==> config.mk <==
export PLATFORM = sky130hd
export DESIGN_NAME = nearest_marked_grid_cell
export DESIGN_NICKNAME = d
export VERILOG_FILES = /design/src/hw/rtl/nmgc_pkg.sv /design/src/hw/rtl/nmgc_front.sv /design/src/hw/rtl/nmgc_queue.sv /design/src/hw/rtl/nmgc_back.sv /design/src/hw/rtl/nearest_marked_grid_cell.sv
export SDC_FILE = /design/constraint.sdc
export NUM_CORES = 2
export LEC_CHECK = 0
export ABC_AREA = 1
export BUFFER_PORTS_ARGS = -buffer_cell sky130_fd_sc_hd__buf_2
export CAP_MARGIN = 20
export CORE_MARGIN = 5
export CORE_UTILIZATION = 40
export CTS_BUF_LIST = sky130_fd_sc_hd__clkbuf_8
export DETAILED_ROUTE_END_ITERATION = 10
export PLACE_DENSITY = 0.53
export SLEW_MARGIN = 20
export SYNTH_ARGS = -nofsm -noshare
export SYNTH_HDL_FRONTEND = slang
export SYNTH_SLANG_ARGS = --single-unit
export TNS_END_PERCENT = 50
==> constraint.sdc <==
create_clock -name i_clk -period 6.3 [get_ports i_clk]
set_input_delay 1.26 -clock i_clk [delete_from_list [all_inputs] [get_ports i_clk]]
set_output_delay 1.26 -clock i_clk [all_outputs]
set_load 0.03 [all_outputs]
==> src/hw/rtl/nmgc_pkg.sv <==
package nmgc_pkg;

    localparam int MAX_WIDTH  = 32;
    localparam int MAX_HEIGHT = 32;

    localparam int CRD_W  = 5;
    localparam int DIM_W  = 6;
    localparam int COL_W  = $clog2(MAX_WIDTH);
    localparam int ROW_W  = $clog2(MAX_HEIGHT);
    localparam int DIST_W = 8;
    localparam int DATA_W = 16;

    localparam int CFG_IDX_W = 2;
    localparam logic [CFG_IDX_W-1:0] CFG_MAP_WIDTH  = 2'd0;
    localparam logic [CFG_IDX_W-1:0] CFG_MAP_HEIGHT = 2'd1;
    localparam logic [DIM_W-1:0]     MAP_RESET      = 6'd32;

    localparam int QDEPTH = 2;
    localparam int QPTR_W = $clog2(QDEPTH);
    localparam int QCNT_W = $clog2(QDEPTH + 1);

    typedef enum logic {
        KIND_WRITE = 1'b0,
        KIND_QUERY = 1'b1
    } t_kind;

    typedef struct packed {
        t_kind            kind;
        logic [CRD_W-1:0] x;
        logic [CRD_W-1:0] y;
        logic             mark;
    } t_cmd;

endpackage

==> src/hw/rtl/nmgc_front.sv <==
module nmgc_front (
    input  logic                  i_clk,
    input  logic                  i_rst_n,
    input  logic                  i_valid,
    output logic                  o_ready,
    input  logic                  i_mode,
    input  logic [4:0]            i_x,
    input  logic [4:0]            i_y,
    input  logic                  i_mark,
    output logic                  o_cmd_valid,
    input  logic                  i_cmd_ready,
    output nmgc_pkg::t_cmd        o_cmd
);
    import nmgc_pkg::*;

    logic r_valid;
    t_cmd r_cmd;
    t_cmd n_cmd;
    logic in_grid;
    logic keep;

    // writes that fall outside the grid are dropped here
    assign in_grid = (32'(i_x) < 32'(MAX_WIDTH)) && (32'(i_y) < 32'(MAX_HEIGHT));
    assign keep    = (t_kind'(i_mode) == KIND_QUERY) || in_grid;
    assign o_ready = !r_valid || i_cmd_ready;

    always_comb begin
        n_cmd.kind = t_kind'(i_mode);
        n_cmd.x    = i_x;
        n_cmd.y    = i_y;
        n_cmd.mark = i_mark;
    end

    always_ff @(posedge i_clk) begin
        if (!i_rst_n) begin
            r_valid <= 1'b0;
        end else if (o_ready) begin
            r_valid <= i_valid && keep;
        end
    end

    always_ff @(posedge i_clk) begin
        if (o_ready && i_valid) begin
            r_cmd <= n_cmd;
        end
    end

    assign o_cmd_valid = r_valid;
    assign o_cmd       = r_cmd;

endmodule

==> src/hw/rtl/nmgc_queue.sv <==
module nmgc_queue (
    input  logic           i_clk,
    input  logic           i_rst_n,
    input  logic           i_valid,
    output logic           o_ready,
    input  nmgc_pkg::t_cmd i_data,
    output logic           o_valid,
    input  logic           i_ready,
    output nmgc_pkg::t_cmd o_data
);
    import nmgc_pkg::*;

    t_cmd              r_mem [QDEPTH];
    logic [QPTR_W-1:0] r_wr_ptr;
    logic [QPTR_W-1:0] r_rd_ptr;
    logic [QCNT_W-1:0] r_count;
    logic              push;
    logic              pop;

    assign o_ready = (r_count != QCNT_W'(QDEPTH));
    assign o_valid = (r_count != '0);
    assign push    = i_valid && o_ready;
    assign pop     = o_valid && i_ready;
    assign o_data  = r_mem[r_rd_ptr];

    always_ff @(posedge i_clk) begin
        if (!i_rst_n) begin
            r_wr_ptr <= '0;
            r_rd_ptr <= '0;
            r_count  <= '0;
        end else begin
            if (push) begin
                r_wr_ptr <= (r_wr_ptr == QPTR_W'(QDEPTH - 1)) ? '0 : r_wr_ptr + 1'b1;
            end
            if (pop) begin
                r_rd_ptr <= (r_rd_ptr == QPTR_W'(QDEPTH - 1)) ? '0 : r_rd_ptr + 1'b1;
            end
            if (push && !pop) begin
                r_count <= r_count + 1'b1;
            end else if (pop && !push) begin
                r_count <= r_count - 1'b1;
            end
        end
    end

    always_ff @(posedge i_clk) begin
        if (push) begin
            r_mem[r_wr_ptr] <= i_data;
        end
    end

endmodule

==> src/hw/rtl/nmgc_back.sv <==
module nmgc_back (
    input  logic                              i_clk,
    input  logic                              i_rst_n,
    input  logic                              i_cfg_we,
    input  logic [nmgc_pkg::CFG_IDX_W-1:0]    i_cfg_idx,
    input  logic [nmgc_pkg::DIM_W-1:0]        i_cfg_data,
    input  logic                              i_cmd_valid,
    output logic                              o_cmd_ready,
    input  nmgc_pkg::t_cmd                    i_cmd,
    output logic                              o_out_valid,
    input  logic                              i_out_ready,
    output logic                              o_found,
    output logic [nmgc_pkg::CRD_W-1:0]        o_tx,
    output logic [nmgc_pkg::CRD_W-1:0]        o_ty
);
    import nmgc_pkg::*;

    typedef enum logic [2:0] {
        ST_IDLE  = 3'b001,
        ST_SCAN  = 3'b010,
        ST_DRAIN = 3'b100
    } t_state;

    t_state r_state;

    logic [DIM_W-1:0] r_map_w;
    logic [DIM_W-1:0] r_map_h;

    logic [MAX_WIDTH-1:0]  r_rows [MAX_HEIGHT];
    logic [MAX_HEIGHT-1:0] r_row_ok;
    logic [MAX_WIDTH-1:0]  r_rd_data;
    logic                  r_rd_ok;

    logic [CRD_W-1:0] r_cx;
    logic [CRD_W-1:0] r_cy;
    logic [DIM_W-1:0] r_w;
    logic [DIM_W-1:0] r_h;
    logic [DIM_W-1:0] r_scan_row;

    logic             r_s1_act;
    logic [ROW_W-1:0] r_s1_row;

    logic              r_s2_act;
    logic              r_s2_hit;
    logic [COL_W-1:0]  r_s2_x;
    logic [ROW_W-1:0]  r_s2_y;
    logic [DIST_W-1:0] r_s2_d;

    logic              r_found;
    logic [COL_W-1:0]  r_best_x;
    logic [ROW_W-1:0]  r_best_y;
    logic [DIST_W-1:0] r_best_d;

    logic             r_out_valid;
    logic             r_out_found;
    logic [CRD_W-1:0] r_out_x;
    logic [CRD_W-1:0] r_out_y;

    logic                 take;
    logic                 wr_en;
    logic [ROW_W-1:0]     wr_row;
    logic [MAX_WIDTH-1:0] wr_onehot;
    logic [MAX_WIDTH-1:0] wr_mask;
    logic [MAX_WIDTH-1:0] wr_bits;
    logic [ROW_W-1:0]     rd_row;
    logic                 s0_act;
    logic                 drain_done;
    logic                 best_upd;

    logic [MAX_WIDTH-1:0] row_bits;
    logic [MAX_WIDTH-1:0] lo_bits;
    logic [MAX_WIDTH-1:0] hi_bits;
    logic                 lo_hit;
    logic                 hi_hit;
    logic [COL_W-1:0]     lo_x;
    logic [COL_W-1:0]     hi_x;
    logic [DIST_W-1:0]    lo_dx;
    logic [DIST_W-1:0]    hi_dx;
    logic [DIST_W-1:0]    dy;
    logic                 pick_lo;
    logic [COL_W-1:0]     s1_x;
    logic [DIST_W-1:0]    s1_d;

    logic [DIM_W-1:0] w_clamp;
    logic [DIM_W-1:0] h_clamp;

    assign w_clamp = (32'(r_map_w) > 32'(MAX_WIDTH))  ? DIM_W'(MAX_WIDTH)  : r_map_w;
    assign h_clamp = (32'(r_map_h) > 32'(MAX_HEIGHT)) ? DIM_W'(MAX_HEIGHT) : r_map_h;

    // config registers
    always_ff @(posedge i_clk) begin
        if (!i_rst_n) begin
            r_map_w <= MAP_RESET;
            r_map_h <= MAP_RESET;
        end else if (i_cfg_we) begin
            case (i_cfg_idx)
                CFG_MAP_WIDTH:  r_map_w <= i_cfg_data;
                CFG_MAP_HEIGHT: r_map_h <= i_cfg_data;
                default: ;
            endcase
        end
    end

    // commands are taken only in idle; a query needs the output register free, a write does not
    assign o_cmd_ready = (r_state == ST_IDLE) &&
                         ((i_cmd.kind == KIND_WRITE) || !r_out_valid);
    assign take        = i_cmd_valid && o_cmd_ready;
    assign wr_en       = take && (i_cmd.kind == KIND_WRITE);
    assign wr_row      = ROW_W'(i_cmd.y);
    assign wr_onehot   = MAX_WIDTH'(1) << COL_W'(i_cmd.x);
    // first write into a row that was never written clears the rest of it
    assign wr_mask     = r_row_ok[wr_row] ? wr_onehot : '1;
    assign wr_bits     = wr_onehot & {MAX_WIDTH{i_cmd.mark}};

    assign rd_row = r_scan_row[ROW_W-1:0];
    assign s0_act = (r_state == ST_SCAN) && (r_scan_row < r_h);

    always_ff @(posedge i_clk) begin
        if (wr_en) begin
            for (int i = 0; i < MAX_WIDTH; i++) begin
                if (wr_mask[i]) begin
                    r_rows[wr_row][i] <= wr_bits[i];
                end
            end
        end
        r_rd_data <= r_rows[rd_row];
    end

    always_ff @(posedge i_clk) begin
        if (!i_rst_n) begin
            r_row_ok <= '0;
        end else if (wr_en) begin
            r_row_ok[wr_row] <= 1'b1;
        end
    end

    // stage 1: nearest marked column in the row, ties to the lower column
    always_comb begin
        row_bits = '0;
        lo_bits  = '0;
        hi_bits  = '0;
        for (int i = 0; i < MAX_WIDTH; i++) begin
            row_bits[i] = r_rd_ok && r_rd_data[i] && (i < int'(r_w));
            lo_bits[i]  = row_bits[i] && (i <= int'(r_cx));
            hi_bits[i]  = row_bits[i] && (i > int'(r_cx));
        end
    end

    always_comb begin
        lo_hit = 1'b0;
        lo_x   = '0;
        for (int i = 0; i < MAX_WIDTH; i++) begin
            if (lo_bits[i]) begin
                lo_hit = 1'b1;
                lo_x   = COL_W'(i);
            end
        end
    end

    always_comb begin
        hi_hit = 1'b0;
        hi_x   = '0;
        for (int i = MAX_WIDTH - 1; i >= 0; i--) begin
            if (hi_bits[i]) begin
                hi_hit = 1'b1;
                hi_x   = COL_W'(i);
            end
        end
    end

    always_comb begin
        lo_dx   = DIST_W'(r_cx) - DIST_W'(lo_x);
        hi_dx   = DIST_W'(hi_x) - DIST_W'(r_cx);
        dy      = (DIST_W'(r_s1_row) > DIST_W'(r_cy)) ?
                  DIST_W'(r_s1_row) - DIST_W'(r_cy) : DIST_W'(r_cy) - DIST_W'(r_s1_row);
        pick_lo = lo_hit && (!hi_hit || (lo_dx <= hi_dx));
        s1_x    = pick_lo ? lo_x : hi_x;
        s1_d    = (pick_lo ? lo_dx : hi_dx) + dy;
    end

    assign best_upd = r_s2_act && r_s2_hit &&
                      (!r_found || (r_s2_d < r_best_d) ||
                       ((r_s2_d == r_best_d) && (r_s2_x < r_best_x)));

    assign drain_done = (r_state == ST_DRAIN) && !r_s1_act && !r_s2_act;

    always_ff @(posedge i_clk) begin
        r_s1_row <= rd_row;
        r_rd_ok  <= r_row_ok[rd_row];
        r_s2_hit <= lo_hit || hi_hit;
        r_s2_x   <= s1_x;
        r_s2_y   <= r_s1_row;
        r_s2_d   <= s1_d;
        if (take && (i_cmd.kind == KIND_QUERY)) begin
            r_cx <= i_cmd.x;
            r_cy <= i_cmd.y;
            r_w  <= w_clamp;
            r_h  <= h_clamp;
        end
        if (drain_done) begin
            r_out_found <= r_found;
            r_out_x     <= CRD_W'(r_best_x);
            r_out_y     <= CRD_W'(r_best_y);
        end
    end

    always_ff @(posedge i_clk) begin
        if (!i_rst_n) begin
            r_state     <= ST_IDLE;
            r_scan_row  <= '0;
            r_s1_act    <= 1'b0;
            r_s2_act    <= 1'b0;
            r_found     <= 1'b0;
            r_best_x    <= '0;
            r_best_y    <= '0;
            r_best_d    <= '0;
            r_out_valid <= 1'b0;
        end else begin
            r_s1_act <= s0_act;
            r_s2_act <= r_s1_act;
            if (drain_done) begin
                r_out_valid <= 1'b1;
            end else if (i_out_ready) begin
                r_out_valid <= 1'b0;
            end
            if (best_upd) begin
                r_found  <= 1'b1;
                r_best_x <= r_s2_x;
                r_best_y <= r_s2_y;
                r_best_d <= r_s2_d;
            end
            case (r_state)
                ST_IDLE: begin
                    if (take && (i_cmd.kind == KIND_QUERY)) begin
                        r_scan_row <= '0;
                        r_found    <= 1'b0;
                        r_best_x   <= '0;
                        r_best_y   <= '0;
                        r_best_d   <= '0;
                        r_state    <= ST_SCAN;
                    end
                end
                ST_SCAN: begin
                    if (s0_act) begin
                        r_scan_row <= r_scan_row + 1'b1;
                    end else begin
                        r_state <= ST_DRAIN;
                    end
                end
                ST_DRAIN: begin
                    if (drain_done) begin
                        r_state <= ST_IDLE;
                    end
                end
                default: r_state <= ST_IDLE;
            endcase
        end
    end

    assign o_out_valid = r_out_valid;
    assign o_found     = r_out_found;
    assign o_tx        = r_out_x;
    assign o_ty        = r_out_y;

`ifndef SYNTHESIS
    a_out_from_drain: assert property (@(posedge i_clk) disable iff (!i_rst_n)
        $rose(r_out_valid) |-> $past(r_state == ST_DRAIN))
        else $error("result raised outside drain");
    a_query_needs_slot: assert property (@(posedge i_clk) disable iff (!i_rst_n)
        (take && (i_cmd.kind == KIND_QUERY)) |-> !r_out_valid)
        else $error("query started with result pending");
    a_none_is_zero: assert property (@(posedge i_clk) disable iff (!i_rst_n)
        (r_out_valid && !r_out_found) |-> ((r_out_x == '0) && (r_out_y == '0)))
        else $error("empty result with nonzero coordinates");
    a_scan_bound: assert property (@(posedge i_clk) disable iff (!i_rst_n)
        (r_state == ST_SCAN) |-> (r_scan_row <= r_h))
        else $error("scan row past map height");
`endif

endmodule

==> src/hw/rtl/nearest_marked_grid_cell.sv <==
// Nearest marked grid cell search over a 32 x 32 grid of one-bit marks.
// Input stream s_axis: tuser = mode (0 write mark, 1 query); tdata carries
// cell_x, cell_y and mark_value. A write request sets or clears one mark and
// gives no result; writes outside the grid are dropped. A query request
// returns one result on m_axis: tuser = found, tdata = target_x, target_y,
// the nearest marked cell inside the map by Manhattan distance, ties to the
// smaller column and then the smaller row; coordinates are 0 when none found.
// Config port: i_cfg_we with i_cfg_idx 0 = map_width, 1 = map_height.
// Writes are taken one per cycle while the queue has room. A query scans one
// grid row per cycle in the scan state, then drains the search pipeline and
// registers its result; the search unit takes no new command until then, so
// queries never overlap.
// The input register and a two-entry command queue keep accepting requests
// while a result waits on a stalled m_axis; a query waits in the queue
// until the result register is free, and input backs up once the queue fills.
// Reset clears all marks at once through per-row valid bits (no clearing
// pass) and sets both map registers to 32.
module nearest_marked_grid_cell (
    input  logic                            i_clk,
    input  logic                            i_rst_n,
    input  logic                            i_cfg_we,
    input  logic [nmgc_pkg::CFG_IDX_W-1:0]  i_cfg_idx,
    input  logic [nmgc_pkg::DIM_W-1:0]      i_cfg_data,
    input  logic                            s_axis_tvalid,
    output logic                            s_axis_tready,
    input  logic [nmgc_pkg::DATA_W-1:0]     s_axis_tdata,  // cell_x[4:0], cell_y[9:5], mark_value[10]
    input  logic [0:0]                      s_axis_tuser,  // mode[0]
    output logic                            m_axis_tvalid,
    input  logic                            m_axis_tready,
    output logic [nmgc_pkg::DATA_W-1:0]     m_axis_tdata,  // target_x[4:0], target_y[9:5]
    output logic [0:0]                      m_axis_tuser   // found[0]
);
    import nmgc_pkg::*;

    logic             f_valid;
    logic             f_ready;
    t_cmd             f_cmd;
    logic             q_valid;
    logic             q_ready;
    t_cmd             q_cmd;
    logic             found;
    logic [CRD_W-1:0] tx;
    logic [CRD_W-1:0] ty;

    nmgc_front u_front (
        .i_clk       (i_clk),
        .i_rst_n     (i_rst_n),
        .i_valid     (s_axis_tvalid),
        .o_ready     (s_axis_tready),
        .i_mode      (s_axis_tuser[0]),
        .i_x         (s_axis_tdata[CRD_W-1:0]),
        .i_y         (s_axis_tdata[2*CRD_W-1:CRD_W]),
        .i_mark      (s_axis_tdata[2*CRD_W]),
        .o_cmd_valid (f_valid),
        .i_cmd_ready (f_ready),
        .o_cmd       (f_cmd)
    );

    nmgc_queue u_queue (
        .i_clk   (i_clk),
        .i_rst_n (i_rst_n),
        .i_valid (f_valid),
        .o_ready (f_ready),
        .i_data  (f_cmd),
        .o_valid (q_valid),
        .i_ready (q_ready),
        .o_data  (q_cmd)
    );

    nmgc_back u_back (
        .i_clk       (i_clk),
        .i_rst_n     (i_rst_n),
        .i_cfg_we    (i_cfg_we),
        .i_cfg_idx   (i_cfg_idx),
        .i_cfg_data  (i_cfg_data),
        .i_cmd_valid (q_valid),
        .o_cmd_ready (q_ready),
        .i_cmd       (q_cmd),
        .o_out_valid (m_axis_tvalid),
        .i_out_ready (m_axis_tready),
        .o_found     (found),
        .o_tx        (tx),
        .o_ty        (ty)
    );

    assign m_axis_tdata = {(DATA_W - 2*CRD_W)'(0), ty, tx};
    assign m_axis_tuser = found;

endmodule

Yosys cells after proc, flatten, opt, wreduce, memory -nomap -nowiden
Memories as Yosys holds them, arrays and structs flattened. A register that Yosys moved wholly into a read port is not among the register bits.
Index checks and enable logic that the tools add are counted.
{"block": "totals", "ff_bits": 150, "mem_count": 2, "inputBits": 30, "ram_bits": 1048}
{"memory": "u_back.r_rows", "words": 32, "width": 32, "rd": 1, "rd_ports_with_merged_regs": 1, "write_ports": 1, "line_no": "nmgc_back.sv:29", "text": "logic [MAX_WIDTH-1:0] r_rows [MAX_HEIGHT];"}
{"memory": "u_queue.r_mem", "words": 2, "width": 12, "rd": 1, "rd_ports_with_merged_regs": 1, "write_ports": 1, "line_no": "nmgc_queue.sv:13", "text": "t_cmd r_mem [QDEPTH];"}
{"block": "op_classes", "muxes": 260, "shifts": 1, "eq_ne": 10, "reduce_logical": 165, "bitwise_logic": 3, "order_cmp": 104, "n_addsub": 10}
{"operator": "$mux 5", "count": 54}
{"operator": "$mux 1", "count": 174}
{"operator": "$logic_and 1x1->1", "count": 142}
{"operator": "$lt 5x6->1 const A", "count": 16}
{"operator": "$gt 5x5->1 const A", "count": 16}
{"operator": "$le 5x5->1 const A", "count": 16}
{"operator": "$lt 4x6->1 const A", "count": 8}
{"operator": "$gt 4x5->1 const A", "count": 8}
{"operator": "$le 4x5->1 const A", "count": 8}
{"operator": "$mux 8", "count": 5}
{"operator": "$and 32x32->32", "count": 1}
{"operator": "$mux 32", "count": 1}
{"operator": "$mux 4", "count": 8}
{"operator": "$or 32x32->32", "count": 1}
{"operator": "$shl 1x5->32 const A", "count": 1}
{"operator": "$lt 3x6->1 const A", "count": 4}
{"operator": "$sub 5x5->6", "count": 4}
{"operator": "$mux 3", "count": 7}
{"operator": "$gt 3x5->1 const A", "count": 4}
{"operator": "$le 3x5->1 const A", "count": 4}
{"operator": "$gt 6x6->1 const B", "count": 2}
{"operator": "$lt 1x6->1 const A", "count": 2}
{"operator": "$lt 2x6->1 const A", "count": 2}
{"operator": "$lt 5x6->1 const B", "count": 2}
{"operator": "other kinds (35)", "count": 63}

Depth between registers and ports, before layout
{"block": "logic_depth", "ltp_word": 40, "depth_mapped": 58, "mapped_depth_nobuf": 57}

By module
Synthesis repeated with hierarchy kept, for this count alone.
{"block": "unflattened", "cells_unflattened": 5477, "hier_area_um2": 55313.0}
{"mod": "nmgc_back", "area_each_um2": 53696.5, "cells_per_inst": 5377, "n_inst": 1}
{"mod": "nmgc_queue", "area_each_um2": 1156.1, "cells_per_inst": 74, "n_inst": 1}
{"mod": "nmgc_front", "area_each_um2": 411.6, "cells_per_inst": 19, "n_inst": 1}
{"mod": "nearest_marked_grid_cell", "area_each_um2": 48.8, "cells_per_inst": 7, "n_inst": 1}

Worst setup path after synthesis
OpenSTA, ideal clock, no wires.
{"block": "synth_path", "path_kind": "reg-to-reg", "start": "register u_back.r_w[5]", "end": "register u_back.r_s2_d[6]", "slack_ns": 0.888, "synth_period_minus_slack_ns": 5.412, "setup_ns": 0.113, "arrival_ns": 5.298, "path_stages_with_launch": 51, "required_time_ns": 6.187, "cell_sequence": "edfxtp_1 -> nor2_4 -> inv_2 -> nor2_4 -> nand3_1 -> nand4_1 -> nand2_1 -> nand2_1 -> nand2_1 -> nand2_1 -> nand2_1 -> nand2_1 -> nand2_1 -> nand2_1 -> nand2_1 -> nand2_1 -> nand2_1 -> nand2_1 -> [... 15 more ...] -> inv_1 -> fa_1 -> a21oi_1 -> o21ai_0 -> xor2_1 -> ha_1 -> nand3_1 -> o311ai_1 -> nand2_1 -> clkbuf_1 -> o21ai_0 -> ha_1 -> inv_1 -> fa_1 -> o21ai_0 -> a21oi_1 -> nand3_1 -> nand2_1"}
{"block": "synth_via", "elab_chain_len": 40, "word_cells_on_any_way": 259}
{"item": "from (decl)", "line_no": "nmgc_back.sv:36", "text": "logic [DIM_W-1:0] r_w;"}
{"item": "from (signal assigned)", "line_no": "nmgc_back.sv:197", "text": "r_w <= w_clamp;"}
{"item": "$lt 1x6->1 or $lt 5x6->1 (tied branches)", "line_no": "nmgc_back.sv:143", "text": "row_bits[i] = r_rd_ok && r_rd_data[i] && (i < int'(r_w));"}
{"item": "$logic_and 1x1->1", "line_no": "nmgc_back.sv:143"}
{"item": "$logic_and 1x1->1, on equally long branches", "line_no": "nmgc_back.sv:144, nmgc_back.sv:145"}
{"item": "$mux 1 or $mux 5 (tied branches)", "line_no": "nmgc_back.sv:153, nmgc_back.sv:164"}
{"item": "$mux 2 or $mux 5 (tied branches) (2 in a row)", "line_no": "nmgc_back.sv:153, nmgc_back.sv:164"}
{"item": "$mux 3 or $mux 5 (tied branches) (4 in a row)", "line_no": "nmgc_back.sv:153, nmgc_back.sv:164"}
{"item": "$mux 4 or $mux 5 (tied branches) (8 in a row)", "line_no": "nmgc_back.sv:153, nmgc_back.sv:164"}
{"item": "$mux 5, on equally long branches (16 in a row)", "line_no": "nmgc_back.sv:153, nmgc_back.sv:164"}
{"item": "$sub 5x5->6, on equally long branches", "line_no": "nmgc_back.sv:172, nmgc_back.sv:173"}
{"item": "$le 8x8->1", "line_no": "nmgc_back.sv:176", "text": "pick_lo = lo_hit && (!hi_hit || (lo_dx <= hi_dx));"}
{"item": "$logic_or 1x1->1", "line_no": "nmgc_back.sv:176"}
{"item": "$logic_and 1x1->1", "line_no": "nmgc_back.sv:176"}
{"item": "$mux 8 *", "line_no": "nmgc_back.sv:178", "text": "s1_d = (pick_lo ? lo_dx : hi_dx) + dy;"}
{"item": "$add 8x8->8 *", "line_no": "nmgc_back.sv:178"}
{"item": "named net u_back.s1_d[6]", "line_no": "nmgc_back.sv:82", "text": "logic [DIST_W-1:0] s1_d;"}
{"item": "to (signal assigned)", "line_no": "nmgc_back.sv:193", "text": "r_s2_d <= s1_d;"}
{"item": "to (decl)", "line_no": "nmgc_back.sv:47", "text": "logic [DIST_W-1:0] r_s2_d;"}
Mark *: on every way through the listed nets, which the timed path passes. The rest lies on a longest branch.
A chain may end at the register's enable or synchronous reset.

Worst setup path in the final report
{"block": "layout_path", "start": "register u_back.r_w[4]", "end": "register u_back.r_s2_d[7]"}
The elaborated chain is that of the path after synthesis.

==> metrics.yaml <==
detailed_routing:
  wl_mm: 176
  vias: 41200
  wl_per_cell_um: 23.8
  initialDrtViolationCount: 4059
  drc_errors: 0
  vias_per_cell: 5.56
  drt_pass1_iterations: 5
  ant_nets: 0
placement:
  io_buffers: 37
  hpwl_mm: 89.4
  dpl_worst_slack_ns: 0.299
  placed_cell_area_um2: 56900
  dp_cells: 7017
  globalplace.congestion: 0.882
power_and_ir_drop:
  p_leak_uw: 0.0225
  p_per_area_nw_per_um2: 315
  combPwrFrac: 0.152
  p_seq_frac: 0.490
  vdd_ir_drop_max_v: 0.000191
  switching_share: 0.289
  switchingPower_uw: 5560
  internal_power_uw: 13700
  power.share.clock: 0.358
setup_path:
  slowest_stage: "edfxtp_1"
  cp_max_fo: 6
  arrival_ns: 6.63
  worst_setup_path_end_kind: "flop"
  slowest_delay_ns: 0.43
  setup.worst_path.start_class: "flop"
  cp.required_ns: 7.15
  critPathKind: "flop to flop"
  path_common_cell: "nand2_1"
worst_hold_path:
  hp-class: "flop to flop"
die:
  ios: 49
  die_w_um: 381
  rows: 136
  die_area_um2: 145000
  core-area_um2: 137000
  initial_core_util: 0.401
  die_h_um: 381
synthesis:
  avgSynthCellArea_um2: 10.0
  synth_warnings: 0
  ys.flop_type: "edfxtp_1"
  synth_area_leaders: "edfxtp_1 (60%), nor2_1 (12%), o21ai_0 (5.9%)"
  synth.most_common_cell: "nor2_1"
  syn_inst: 5485
  synthDistinctLibCells: 48
  yosysTopAreaCell: "edfxtp_1"
  synth_edf_count: 1093
  synth_common_cells: "nor2_1 (1,712), edfxtp_1 (1,093), o21ai_0 (653)"
  synth_top_area_share: 0.597
  syn_area_um2: 55000
  ys_ff_latch: 1231
  synthArstFlopShare: 0
  synth_seq_area_share: 0.647
sta:
  tns_ns: 0
  fin_crit_ns: 5.78
  hold_viol_final: 0
  worstMarginPinSlew_ns: 1.32
  fin_crit_sh: 0.918
  finalSetupViolCount: 0
  rsz0062_at_grt: "true"
  fin_skew_ns: 0.0549
  worst_slack_ns: 0.516
  slew_headroom: 0.110
  report.final.slew_viol_count: 0
  clock.fmax_ghz: 0.173
global_route:
  gr-usage-all-layers: 0.235
  grt_max_degree: 158
  antenna_found_initial: 5
  grt_pass1_wl_mm: 255
  grt_pass1_vias: 39000
  overflow: 0
finish:
  post_route_cells_drive_above_1_share: 0.100
  area_growth_pct: 11.1
  fillers: 13300
  fin_cells: 7418
  nNetsFinal: 5528
  finalInstanceArea_um2: 61100
clock_network:
  path_clk_slew_ns: 0.06
  clock_sinks: 1231
  cts_root_buffer: "clkbuf_8"
  cts_made_buffers: 210
  cts_tree: "built"
  clock_path_buffers: 3
  clk_latency_ns: 0.91
  cts-htree-levels: 4
run_status:
  run_status: "complete, no violations"
flow_run:
  cap_violations: 0
## power groups by stage
stage	sequential [uW]	clock, uW	combinational [uW]
floorplan	9530	0	1860
global placement	9580	0	2820
detailed placement	9580	0	2830
CTS	9420	7050	2840
global route	9430	7420	3240
finish	9410	6890	2920
## through the flow
stage               utilization  power (uW)  hold WS, ns
finish                    0.446       19200        0.383
global route              0.446       20100        0.395
global placement          0.416       12400        0.369
floorplan                     -       11400        0.354
CTS                       0.445       19300        0.388
detailed placement        0.416       12400        0.373
## metal layers
layer  vias up  wire length (um)  global-route usage
met3       318             14300              0.0562
met1     20600             72800               0.307
met5         -                13                   0
met4         2              6670              0.0901
li1      18900                 -                   -
met2      1480             82700               0.383
## state kept, by name, indices dropped and copies added (netlist names), 5 cells and up, named ones only
signal	count
u_back.o_ty	5
u_back.r_best_y	5
u_back.r_map_w	6
u_back.r_rd_data	32
u_back.r_map_h	6
u_back.r_best_x	5
u_back.r_s2_y	5
u_back.r_w	6
u_back.r_s2_x	5
u_back.r_s2_d	8
u_back.r_s1_row	5
u_back.r_cy	5
u_front.o_cmd	12
u_back.r_best_d	8
u_back.r_cx	5
u_back.r_rows	1024
u_queue.r_mem	24
u_back.r_scan_row	6
u_back.r_h	6
u_back.r_row_ok	32
u_back.o_tx	5
## critical path, delay by kind of cell (launching register included)
kind / cells / cell delay (ns)
simple gates: 36 / 2.56
compound gates: 7 / 1.00
fa+ha+maj: 4 / 1.15
xor+xnor: 1 / 0.17
flops: 1 / 0.43
buf+inv: 5 / 0.46
## path summary, 6_finish.rpt
check	depth (start not counted)	start	slack (ns)	end
worst max-delay path	53	u_back.r_w[4]	0.52	u_back.r_s2_d[7]
worst min-delay path	0	u_back.r_s1_row[3]	0.38	u_back.r_s2_y[3]
worst max register to register	53	u_back.r_w[4]	0.52	u_back.r_s2_d[7]
worst min register to register	0	u_back.r_s1_row[3]	0.38	u_back.r_s2_y[3]
## cell families (layout without fill, tap and decap cells)
| kind of cell | Yosys count | count (layout) | synth area share |
|---|---|---|---|
| xor gates and xnor gates | 15 | 15 | 0.00239 |
| DFF | 1231 | 1231 | 0.647 |
| muxes | 1 | 1 | 0.000182 |
| adders and majority gates | 57 | 57 | 0.0137 |
| buffers and inverters | 694 | 825 | 0.0501 |
| AOI/OAI and AO/OA | 1156 | 1156 | 0.120 |
| and+or+nand+nor | 2330 | 2330 | 0.166 |
| other | 1 | 9 | 0.0000682 |
## what timing repair did
action,4_1_cts,5_1_grt
setup endpoints to repair,0,4
buffers inserted,0,6
resized for setup,0,18
hold buffers,0,0
## layout make-up
class | count | area, um^2 | share of cell area
Antenna cell | 3 | 7.51 | 0.000123
Clock buffer | 230 | 3170 | 0.0518
Clock inverter | 162 | 843 | 0.0138
Inverter | 243 | 931 | 0.0152
Multi-Input combinational cell | 3565 | 16900 | 0.276
Sequential cell | 1231 | 35600 | 0.583
Tap cell | 1794 | 2240 | 0.0367
Timing Repair Buffer | 190 | 1430 | 0.0235
## layout by cell type, fill, tap and decap left out, types with 120 or more instances in the layout
master,instances
o22ai_1,187
nand2_1,376
a21oi_1,120
buf_4,145
edfxtp_1,1093
nor2_1,1702
dfxtp_1,133
o21ai_0,647
clkbuf_8,230
inv_1,312
Power figures use the tool's default switching activity.
